==> src/rtl/rof_pkg.sv <==
package rof_pkg;

  localparam int CFG_INDEX_BITS = 3;
  localparam int CFG_DATA_BITS  = 64;
  localparam int SYMBOL_BITS    = 8;
  localparam int INDEX_BITS     = 32;
  localparam int LENGTH_BITS    = 16;
  localparam int PLEN_BITS      = 5;

  typedef enum logic [CFG_INDEX_BITS-1:0] {
    REG_SEARCH_MODE    = 3'd0,
    REG_MIN_RUN        = 3'd1,
    REG_PATTERN_LENGTH = 3'd2,
    REG_PATTERN_LOW    = 3'd3,
    REG_PATTERN_HIGH   = 3'd4
  } rof_reg_t;

  typedef enum logic {
    MODE_RUN   = 1'b0,
    MODE_EXACT = 1'b1
  } rof_mode_t;

  // Settings as the search logic sees them, already clamped to legal values.
  typedef struct packed {
    rof_mode_t              mode;
    logic [LENGTH_BITS-1:0] need;
    logic [PLEN_BITS-1:0]   plen;
  } rof_cfg_t;

  typedef struct packed {
    logic [SYMBOL_BITS-1:0] symbol;
    logic                   first;
    logic                   last;
    logic [INDEX_BITS-1:0]  start_index;
  } rof_item_t;

  typedef struct packed {
    logic                   emit;
    logic                   found;
    logic [INDEX_BITS-1:0]  position;
    logic [LENGTH_BITS-1:0] length;
  } rof_result_t;

endpackage

==> src/rtl/rof_cfg_regs.sv <==
module rof_cfg_regs #(
  parameter int PATTERN_MAX = 16
) (
  input  logic                                          clk,
  input  logic                                          rst,
  input  logic                                          cfg_write,
  input  logic [rof_pkg::CFG_INDEX_BITS-1:0]            cfg_index,
  input  logic [rof_pkg::CFG_DATA_BITS-1:0]             cfg_data,
  output rof_pkg::rof_cfg_t                             cfg,
  output logic [PATTERN_MAX-1:0][rof_pkg::SYMBOL_BITS-1:0] pattern
);
  import rof_pkg::*;

  localparam logic [PLEN_BITS-1:0] PlenMax = PLEN_BITS'(PATTERN_MAX);

  logic [PLEN_BITS-1:0]   plen_raw;
  logic [PLEN_BITS-1:0]   plen_clamped;
  logic [LENGTH_BITS-1:0] run_raw;

  assign plen_raw = cfg_data[PLEN_BITS-1:0];
  assign run_raw  = cfg_data[LENGTH_BITS-1:0];

  always_comb begin
    if (plen_raw == '0) begin
      plen_clamped = PLEN_BITS'(1);
    end else if (plen_raw > PlenMax) begin
      plen_clamped = PlenMax;
    end else begin
      plen_clamped = plen_raw;
    end
  end

  always_ff @(posedge clk) begin
    if (rst) begin
      cfg.mode <= MODE_RUN;
      cfg.need <= LENGTH_BITS'(1);
      cfg.plen <= PLEN_BITS'(1);
    end else if (cfg_write) begin
      case (cfg_index)
        REG_SEARCH_MODE:    cfg.mode <= rof_mode_t'(cfg_data[0]);
        REG_MIN_RUN:        cfg.need <= (run_raw == '0) ? LENGTH_BITS'(1) : run_raw;
        REG_PATTERN_LENGTH: cfg.plen <= plen_clamped;
        default: ;
      endcase
    end
  end

  // Characters 0 to 7 come from the low word, 8 to 15 from the high word.
  for (genvar g = 0; g < PATTERN_MAX; g++) begin : g_char
    localparam int Off = (g % 8) * SYMBOL_BITS;
    localparam logic [CFG_INDEX_BITS-1:0] Src = (g < 8) ? REG_PATTERN_LOW : REG_PATTERN_HIGH;
    always_ff @(posedge clk) begin
      if (rst) begin
        pattern[g] <= '0;
      end else if (cfg_write && cfg_index == Src) begin
        pattern[g] <= cfg_data[Off +: SYMBOL_BITS];
      end
    end
  end

endmodule

==> src/rtl/rof_search.sv <==
module rof_search #(
  parameter int PATTERN_MAX   = 16,
  parameter int POSITION_BITS = 32
) (
  input  logic                                             clk,
  input  logic                                             rst,
  input  logic                                             step,
  input  rof_pkg::rof_item_t                               item,
  input  rof_pkg::rof_cfg_t                                cfg,
  input  logic [PATTERN_MAX-1:0][rof_pkg::SYMBOL_BITS-1:0] pattern,
  output rof_pkg::rof_result_t                             result
);
  import rof_pkg::*;

  localparam int KW = (PATTERN_MAX > 1) ? $clog2(PATTERN_MAX) : 1;

  logic                     active;
  logic                     active_next;
  logic [POSITION_BITS-1:0] next_index;
  logic [POSITION_BITS-1:0] next_index_next;
  logic [LENGTH_BITS-1:0]   match_count;
  logic [LENGTH_BITS-1:0]   match_count_next;
  logic [POSITION_BITS-1:0] match_begin;
  logic [POSITION_BITS-1:0] match_begin_next;

  logic                     act;
  logic [POSITION_BITS-1:0] idx;
  logic [LENGTH_BITS-1:0]   cnt;
  logic [POSITION_BITS-1:0] beg;
  logic [LENGTH_BITS-1:0]   cnt_inc;
  logic [LENGTH_BITS-1:0]   plen_wide;
  logic [KW-1:0]            k;
  logic [63:0]              start_wide;
  logic [63:0]              begin_wide;

  assign start_wide = 64'(item.start_index);
  assign plen_wide  = LENGTH_BITS'(cfg.plen);

  always_comb begin
    // A first beat restarts the search whether or not one was running.
    act = item.first ? 1'b1 : active;
    idx = item.first ? start_wide[POSITION_BITS-1:0] : next_index;
    cnt = item.first ? '0 : match_count;
    beg = item.first ? '0 : match_begin;

    active_next      = act;
    next_index_next  = idx + POSITION_BITS'(1);
    match_count_next = cnt;
    match_begin_next = beg;
    result           = '0;
    cnt_inc          = (cnt == '1) ? cnt : cnt + LENGTH_BITS'(1);
    k                = (cnt < plen_wide) ? cnt[KW-1:0] : '0;
    begin_wide       = '0;

    if (act) begin
      if (cfg.mode == MODE_RUN) begin
        if (item.symbol == pattern[0]) begin
          if (cnt == '0) begin
            match_begin_next = idx;
          end
          match_count_next = cnt_inc;
          if (item.last && cnt_inc >= cfg.need) begin
            result.emit     = 1'b1;
            result.found    = 1'b1;
            result.length   = cnt_inc;
            begin_wide      = 64'(match_begin_next);
            result.position = begin_wide[INDEX_BITS-1:0];
          end
        end else if (cnt != '0) begin
          match_count_next = '0;
          if (cnt >= cfg.need) begin
            result.emit     = 1'b1;
            result.found    = 1'b1;
            result.length   = cnt;
            begin_wide      = 64'(beg);
            result.position = begin_wide[INDEX_BITS-1:0];
          end
        end
      end else begin
        if (item.symbol == pattern[k]) begin
          if (k == '0) begin
            match_begin_next = idx;
          end
          match_count_next = LENGTH_BITS'(k) + LENGTH_BITS'(1);
        end else if (item.symbol == pattern[0]) begin
          // The breaking character may itself open a new match.
          match_begin_next = idx;
          match_count_next = LENGTH_BITS'(1);
        end else begin
          match_count_next = '0;
        end
        if (match_count_next == plen_wide) begin
          result.emit     = 1'b1;
          result.found    = 1'b1;
          result.length   = plen_wide;
          begin_wide      = 64'(match_begin_next);
          result.position = begin_wide[INDEX_BITS-1:0];
        end
      end

      if (!result.emit && item.last) begin
        result.emit = 1'b1;
      end
      if (result.emit) begin
        active_next = 1'b0;
      end
    end
  end

  always_ff @(posedge clk) begin
    if (rst) begin
      active      <= 1'b0;
      next_index  <= '0;
      match_count <= '0;
      match_begin <= '0;
    end else if (step) begin
      active      <= active_next;
      next_index  <= next_index_next;
      match_count <= match_count_next;
      match_begin <= match_begin_next;
    end
  end

endmodule

==> src/rtl/run_or_pattern_finder_unit.sv <==
// Run-or-pattern finder: scans a character stream for the first run of pattern
// character 0 at least min_run long (run mode) or the first copy of the pattern
// met by a scan without backtracking (exact mode). A beat with first set
// starts a new search at start_index. Input channel: symbol, first, last,
// start_index under in_valid / in_stall. Output channel: found, match_position,
// match_length under out_valid / out_stall. Each search gives at most one beat:
// a hit, or a not-found beat on the last character. After a hit the rest of
// the stream is dropped. Configuration is written through cfg_write /
// cfg_index / cfg_data while the unit is idle.
// Throughput is one character per cycle unless a result waits under out_stall;
// the search state is computed combinationally from the input register. A
// result beat passes through the input register and then the result register.
// When out_stall holds a waiting result, the input register fills and then
// in_stall rises; no beat is lost. Synchronous reset idles the search and
// returns the registers to run mode, min_run 1, pattern length 1, pattern 0.
module run_or_pattern_finder_unit #(
  parameter int PATTERN_MAX   = 16,
  parameter int POSITION_BITS = 32
) (
  input  logic                                clk,
  input  logic                                rst,
  input  logic                                cfg_write,
  input  logic [rof_pkg::CFG_INDEX_BITS-1:0]  cfg_index,
  input  logic [rof_pkg::CFG_DATA_BITS-1:0]   cfg_data,
  input  logic                                in_valid,
  output logic                                in_stall,
  input  logic [rof_pkg::SYMBOL_BITS-1:0]     symbol,
  input  logic                                first,
  input  logic                                last,
  input  logic [rof_pkg::INDEX_BITS-1:0]      start_index,
  output logic                                out_valid,
  input  logic                                out_stall,
  output logic                                found,
  output logic [rof_pkg::INDEX_BITS-1:0]      match_position,
  output logic [rof_pkg::LENGTH_BITS-1:0]     match_length
);
  import rof_pkg::*;

  rof_cfg_t                               cfg;
  logic [PATTERN_MAX-1:0][SYMBOL_BITS-1:0] pattern;
  rof_item_t                              item;
  logic                                   item_valid;
  rof_result_t                            result;
  logic                                   step;

  rof_cfg_regs #(
    .PATTERN_MAX (PATTERN_MAX)
  ) u_cfg (
    .clk       (clk),
    .rst       (rst),
    .cfg_write (cfg_write),
    .cfg_index (cfg_index),
    .cfg_data  (cfg_data),
    .cfg       (cfg),
    .pattern   (pattern)
  );

  rof_search #(
    .PATTERN_MAX   (PATTERN_MAX),
    .POSITION_BITS (POSITION_BITS)
  ) u_search (
    .clk     (clk),
    .rst     (rst),
    .step    (step),
    .item    (item),
    .cfg     (cfg),
    .pattern (pattern),
    .result  (result)
  );

  // The input register moves on unless a result still waits downstream.
  assign step     = item_valid && !(out_valid && out_stall);
  assign in_stall = item_valid && out_valid && out_stall;

  always_ff @(posedge clk) begin
    if (rst) begin
      item_valid <= 1'b0;
    end else if (!in_stall) begin
      item_valid <= in_valid;
    end
  end

  always_ff @(posedge clk) begin
    if (in_valid && !in_stall) begin
      item.symbol      <= symbol;
      item.first       <= first;
      item.last        <= last;
      item.start_index <= start_index;
    end
  end

  always_ff @(posedge clk) begin
    if (rst) begin
      out_valid <= 1'b0;
    end else if (step) begin
      out_valid <= result.emit;
    end else if (!out_stall) begin
      out_valid <= 1'b0;
    end
  end

  always_ff @(posedge clk) begin
    if (step && result.emit) begin
      found          <= result.found;
      match_position <= result.position;
      match_length   <= result.length;
    end
  end

endmodule

==> config.mk <==
export PLATFORM = sky130hd
export DESIGN_NAME = run_or_pattern_finder_unit
export DESIGN_NICKNAME = d
export VERILOG_FILES = /design/src/rtl/rof_pkg.sv /design/src/rtl/rof_cfg_regs.sv /design/src/rtl/rof_search.sv /design/src/rtl/run_or_pattern_finder_unit.sv
export SDC_FILE = /design/constraint.sdc
export NUM_CORES = 1
export LEC_CHECK = 0
export BUFFER_PORTS_ARGS = -buffer_cell sky130_fd_sc_hd__buf_2
export CAP_MARGIN = 20
export CORE_MARGIN = 1.5
export CORE_UTILIZATION = 45
export CTS_CLUSTER_DIAMETER = 80
export DETAILED_ROUTE_END_ITERATION = 7
export GPL_ROUTABILITY_DRIVEN = 1
export MAX_ROUTING_LAYER = met4
export PLACE_DENSITY_LB_ADDON = 0.05
export SETUP_SLACK_MARGIN = 0.2
export SLEW_MARGIN = 10
export SYNTH_ARGS = -nofsm -noshare
export SYNTH_HDL_FRONTEND = slang
export SYNTH_SLANG_ARGS = --single-unit
==> constraint.sdc <==
create_clock -name clk -period 8.1 [get_ports clk]
set_input_delay 1.62 -clock clk [delete_from_list [all_inputs] [get_ports clk]]
set_output_delay 1.62 -clock clk [all_outputs]
set_load 0.03 [all_outputs]
* Word level (Yosys, flattened, before mapping)
Index checks and enable logic that the tools add are counted. Widths: inputs -> output; s select.
Word-level totals: output and inout bits 51, input port bits 114, flip-flop bits (word level) 324, word-level logic and storage cells 111
Operators by class: magnitude comparators 5, multiplexer cells 40, reduce and logical (&&, ||, !) cells 22, equality and inequality tests 9, $add $sub $neg 3
Operators with widths (number):
- $mux 50 | 8
- $mux 32 | 9
- $mux 16 | 10
- $add 32x1->32 const B | 1
- $bmux 8 s4 | 1
- $ge 16x16->1 | 2
- $logic_not 16->1 | 2
- $add 16x1->16 const B | 1
- $eq 16x16->1 const B | 1
- $eq 16x5->1 | 1
- $eq 8x8->1 | 2
- $lt 16x5->1 | 1
- $reduce_bool 16->1 | 1
- $logic_and 1x1->1 | 10
- $mux 5 | 2
- $mux 1 | 8
- $mux 8 | 1
- $eq 3x2->1 const B | 2
- $reduce_and 2->1 | 3
- $add 4x1->5 const B | 1
- $gt 5x5->1 const B | 1
- $logic_not 5->1 | 1
- $lt 4x5->1 const B | 1
- $logic_not 4->1 | 1
- 6 further kinds | 8

* Logic depth before layout (Yosys ltp)
depth after elaboration 19, depth in mapped cells 27, gate-level depth less buffers 22

* By module
From an unflattened synthesis, not the netlist that was laid out.
Second synthesis, totals: cells, all modules 1963, area total of the unflattened synthesis 16781.1 µm²
Modules (own cells, without submodules):
- rof_search | cells each 1197, sequential area each 1621.6 µm², times used 1, area each 8690.8 µm²
- rof_cfg_regs | cells each 663, sequential area each 3002.9 µm², times used 1, area each 5263.8 µm²
- run_or_pattern_finder_unit | cells each 103, sequential area each 2772.7 µm², times used 1, area each 2826.5 µm²

* Worst setup path before layout
No wires, ideal clock.
path type reg-to-reg, start reg item[33] (netlist name), end reg found (enable), period minus slack after synthesis 7.629 ns, buffers on the path 11, setup time 0.456 ns, data required time 7.644 ns, stages on the path, launching flop included 24, arrival time 7.173 ns, path slack 0.471 ns, cells stage by stage edfxtp_1 -> buf_2 -> buf_2 -> buf_4 -> clkbuf_1 -> clkbuf_1 -> buf_2 -> buf_1 -> clkbuf_1 -> nor2b_1 -> ha_1 -> a21oi_1 -> o21a_1 -> buf_1 -> and2_1 -> buf_2 -> buf_2 -> o221ai_1 -> o311ai_2 -> o2111ai_2 -> nor4_4 -> mux2i_1 -> a211oi_1 -> nor2_1
On the way: word-level cells in the longest chain between the ends 19, elaborated cells between the ends (all ways) 32, those cells by class 2 x add/sub; 3 x order compare; 3 x eq/ne; 19 x mux; 5 x reduce/logical
Ends and longest elaborated chain:
- $mux 16 | line rof_search.sv:43 | cnt = item.first ? '0 : match_count;
- $lt 16x5->1 | line rof_search.sv:52 | k = (cnt < plen_wide) ? cnt[KW-1:0] : '0;
- $mux 4 | line rof_search.sv:52
- $bmux 8 s4 | line rof_search.sv:80 | if (item.symbol == pattern[k]) begin
- $mux 8 (implied by the code) | line rof_search.sv:80
- $eq 8x8->1 | line rof_search.sv:80
- $mux 16 | line rof_search.sv:80
- $mux 16 | line rof_search.sv:56 | if (cfg.mode == MODE_RUN) begin
- [3 not listed]
- $mux 50 | line rof_search.sv:56
- $mux 50 | line rof_search.sv:55 | if (act) begin
- $logic_not 1->1 | line rof_search.sv:101 | if (!result.emit && item.last) begin
- $logic_and 1x1->1 | line rof_search.sv:101
- $mux 1 | line rof_search.sv:101
- $mux 1 | line rof_search.sv:55
- $mux 50 (*) | line rof_search.sv:55
- $logic_and 1x1->1 (*) | line run_or_pattern_finder_unit.sv:103 | if (step && result.emit) begin
- to (signal assigned) | line run_or_pattern_finder_unit.sv:104 | found <= result.found;
- to (decl) | line run_or_pattern_finder_unit.sv:33 | output logic found,
Mark *: on every way between the ends. The rest lies on a longest branch, timed or not. The select of a mux whose other input is x is not followed. A chain may end at the register's enable or synchronous reset.

* Final worst setup path
start reg item[33] (netlist name), end reg match_length[0] (netlist name) (data pin)
On the way: word-level cells in the longest chain between the ends 13, elaborated cells between the ends (all ways) 26, those cells by class 2 x add/sub; 3 x order compare; 3 x eq/ne; 16 x mux; 2 x reduce/logical
Ends and longest elaborated chain:
- $mux 16 | line rof_search.sv:43
- $lt 16x5->1 | line rof_search.sv:52
- $mux 4 | line rof_search.sv:52
- $bmux 8 s4 | line rof_search.sv:80
- $mux 8 (implied by the code) | line rof_search.sv:80
- $eq 8x8->1 | line rof_search.sv:80
- $mux 16 | line rof_search.sv:80
- $mux 16 | line rof_search.sv:56
- $mux 16 | line rof_search.sv:55
- $eq 16x5->1 | line rof_search.sv:92 | if (match_count_next == plen_wide) begin
- $mux 50 | line rof_search.sv:92
- $mux 50 | line rof_search.sv:56
- $mux 50 | line rof_search.sv:55
- to (signal assigned) | line run_or_pattern_finder_unit.sv:106 | match_length <= result.length;
- to (decl) | line run_or_pattern_finder_unit.sv:35 | output logic [rof_pkg::LENGTH_BITS-1:0] match_length
Several ways; a longest one is shown, not always the timed one. The select of a mux whose other input is x is not followed.

==> summary.md <==
| Metric | Value |
|---|---|
| DP Area | 18300 µm² |
| Fmax | 159 MHz |
| Clk network pwr share | 44.4% |
| Finish-stage setup viols | 0 |
| Num CTS Buffers | 39 |
| Number of synthesized register bits | 324 |
| Max-slew violations | 0 |
| Yosys warns | 0 |
| Critical path arrival | 6.65 ns |
| Post-synth EDFFs | 91 |
| RePlAce Congestion | roughly 0.9 |
| Sequential share of the synthesized area | 43.0% |
| Final hold vios | 0 |
| Via/cell ratio | 5.71 |
| Seq pwr share | 46.1% |
| CP bufs+invs | 0 |
| Family with the most delay on the worst path | simple AND/OR/NAND/NOR gates |
| Ys async rst share | 0% |
| Worst-path clk slew | 0.06 ns |
| Slowest-stage cell, CP | nor2b_1 |
| Critical Path Source Type | register |
| FP Rows | 71 |
| Synth unique cells | 73 |
| Max-cap violations | 0 |
| Rel. slew slack | 27.4% |
| Clock Tree Root | clkbuf_16 |
| Top post-synthesis cells by area | dfxtp_1 27%, edfxtp_1 16%, nand2_1 8.4% |
| Area Growth Syn to Fin | 13.3% |
| Min Tclk post-route | 6.31 ns |
| RR Endpoint | match_length[0] |
| Final Cycle Share | 77.8% |
| TNS Setup | 0 ns |
| Power per Cell Area | 194 nW/µm² |
| Pint | around 2.8 mW |
| Hold Path Class | register to register |
| Layout cells sized above 1 | 15.3% |
| Post-route ant nets | 0 |
| Drt total wl | 53700 µm |
| Setup Buffers After CTS | 0 |
| Routed len/inst | slightly above 20 µm |
| Critical path type | register to register |
| Switching share of power | 25.8% |
| H-Tree Depth | 2 |
| DRC viols | 0 |
| CP Cell Sequence | nor2b_1, ha_1, o211a_1, o311ai_4, and2_1, a32oi_1, xnor2_1, o2111ai_2, nor4_4, mux2i_1, nand3b_2, o211ai_1 |
| NumNets Final | 2263 |
| Stages on worst setup path | 12 |
| Peak VDD IR | 0.165 mV |
| Total grt overflow | 0 |
| Post-synthesis net count | 2177 |
| # resized after CTS | 0 |
| GRT Util Overall | 28.1% |
| Final core utilization | about half |
| RSZ-0062 raised after global routing | false |
| Status | complete, no violations |
| Insertion delay to the later sink of the worst-skew pair | between 0.5 and 0.6 ns |
| # placed instances | 2580 |
| Crit end category | register |
| Clock Sinks | 324 |
| Die area | 39400 µm² |
| Vias in the first global route | 14500 |
| Met3 Track Usage GR | ~4.3% |
| Worst-case reg-to-reg path depth | 12 |
| First-pass GRT wire length | 83100 µm |
| Placeable Area | 37700 µm² |
| Leakage power | 7.26 nW |
| CP required | 8.45 ns |
| Most frequent cells in the layout | 385 x nand2_1, 254 x a21oi_1, 233 x dfxtp_1 |
| Die Wd | between 150 and 200 µm |
| Post-Syn Area | 17200 µm² |
| Yosys top cell by area | dfxtp_1 |
| Critical path launch point | item[33] |
| Top-area cell type share of the netlist area | between 20% and 30% |
| Fillers | 3704 |
| Met2 Resource Use GR | 43.3% |
| CP Max Fanout | 37 |
| Die Y | between 150 and 200 µm |
| Hold Buf Count CTS | 0 |
| DRT Pass-1 Iters | 5 |
| Initial antenna violation count | 1 |
| Most used routing layer | met2 |
| Reg2Reg Setup Slack | 1.79 ns |
| Initial Util | 45.7% |
| DR vias | 15100 |
| Post-route insts no fill | 2652 |
| Commonest non-fill, non-tap cell in the layout | nand2_1 |
| DR iter-0 viols | 971 |
| R2r startpoint | item[33] |
| CP max stage delay | about 0.88 ns |
| Setup crit end | match_length[0] |
| Maximum buffer depth of the clock tree | 3 |
| Largest net degree at the start of global routing | 93 |
| CTS tree | done |
| Syn avg cell area | 8.50 µm² |
| Switching Power | 974 µW |
| Io pins | 165 |
| Top_reg_cell synth | dfxtp_1 |
| IO buf count | 164 |
| Clock skew | 0.0178 ns |
| Logic pwr share | 9.5% |
| GR Util met1 | 38.0% |
| Mapped Cells | 2024 |
| Post-route cell area | roughly 20000 µm² |
| Least-Margin Pin Slew | 1.09 ns |
| Detailed placement HPWL | 35500 µm |
==> worst min path at each step <==
| stage | start | to | slack (ns) | cells past startpoint |
|---|---|---|---|---|
| 2_1_floorplan | u_search.next_index[10] | u_search.next_index[10] | 0.43 | 2 |
| 3_3_place_gp | u_search.next_index[14] | u_search.next_index[14] | 0.44 | 2 |
| 5_1_grt | u_cfg.pattern[80] | u_cfg.pattern[80] | 0.47 | 2 |
| 4_1_cts | u_search.next_index[25] | u_search.next_index[25] | 0.45 | 2 |
| 3_5_place_dp | u_search.next_index[25] | u_search.next_index[25] | 0.44 | 2 |
| 6_report | u_search.next_index[25] | u_search.next_index[25] | 0.45 | 2 |
==> per-layer routing <==
| metal | vias up | routed length [µm] |
|---|---|---|
| met5 | - | 0 |
| met4 | 0 | 1410 |
| met3 | 92 | 2810 |
| met2 | 415 | 24400 |
| met1 | 7317 | 25000 |
| li1 | 7306 | - |
==> worst reg2reg max path, cell delays in order, from the launching register on <==
cell and delay (ns):
edfxtp_1 0.61, nor2b_1 0.88, ha_1 0.40, o211a_1 0.16, o311ai_4 0.52, and2_1 0.58, a32oi_1 0.21, xnor2_1 0.21
o2111ai_2 0.19, nor4_4 0.45, mux2i_1 0.50, nand3b_2 0.84, o211ai_1 0.55
==> per-stage QoR <==
step / total power, mW / hold slack, ns / worst slack (ns)
finish: 3.78 / 0.448 / 1.79
global route: 3.92 / 0.468 / 1.24
CTS: 3.81 / 0.451 / 1.77
detailed placement: 2.14 / 0.443 / 1.79
global placement: 2.13 / 0.436 / 2.02
floorplan: 2.01 / 0.429 / 0.471
==> power groups by stage <==
stage | Clock, mW | Sequential [mW] | Combinational, mW
after floorplan | 0 | 1.78 | 0.231
after CTS | 1.71 | 1.74 | 0.360
after global routing | 1.78 | 1.75 | 0.395
final | 1.68 | 1.74 | 0.360
after detailed placement | 0 | 1.78 | 0.358
after global placement | 0 | 1.78 | 0.353
==> logic make-up (layout without fill, tap and decap cells) <==
| kind of cell | after synthesis | in the layout | share of synthesized area (%) |
|---|---|---|---|
| and+or+nand+nor | 793 | 793 | 20.5 |
| AOI/OAI and AO/OA | 499 | 499 | 17.9 |
| DFF | 324 | 324 | 43.0 |
| buffers and inverters | 184 | 300 | 4.57 |
| muxes | 130 | 130 | 8.38 |
| xor gates and xnor gates | 55 | 55 | 2.80 |
| adders and majority gates | 39 | 39 | 2.84 |
| other | 0 | 1 | 0 |
==> registers in the layout, summed over array words and instances, names as in the netlist, 16 cells and up <==
signal and cells:
u_cfg.pattern 128, item 42, match_position 32, u_search.match_begin 32, u_search.next_index 32, u_cfg.cfg 22
match_length 16, u_search.match_count 16
==> Yosys cell counts (6+ instances only) <==
cell type / n
o22ai_1: 43
nor2b_1: 19
o21ai_0: 28
dfxtp_1: 233
a211oi_1: 8
a21o_1: 8
mux2i_1: 78
clkbuf_1: 112
nor3b_1: 7
edfxtp_1: 91
buf_1: 9
a31oi_1: 10
o21a_1: 7
nand4_1: 7
nand2b_1: 18
o221ai_1: 21
nand3_1: 31
buf_2: 18
xor2_1: 22
o31ai_1: 33
a22oi_1: 45
xnor2_1: 33
ha_1: 39
nand2_1: 385
nor2_1: 210
and2_1: 8
and3_1: 16
or2_2: 8
inv_1: 38
a21oi_1: 254
and2b_1: 29
nor3_1: 17
mux2_2: 45
a32oi_1: 6
nand3b_1: 10
nor4_1: 10
==> area by class of cell <==
type | count | area [µm²] | area share, %
clock inverters | 10 | 68.8 | 0.353
inverters | 39 | 146 | 0.751
repair buffers | 190 | 1020 | 5.25
diodes | 1 | 2.50 | 0.0128
flip-flops and latches | 324 | 7400 | 38.0
well taps | 511 | 639 | 3.28
clock buffers | 61 | 1140 | 5.84
multi-input cells | 1516 | 9070 | 46.6
Power figures use the tool's default switching activity.
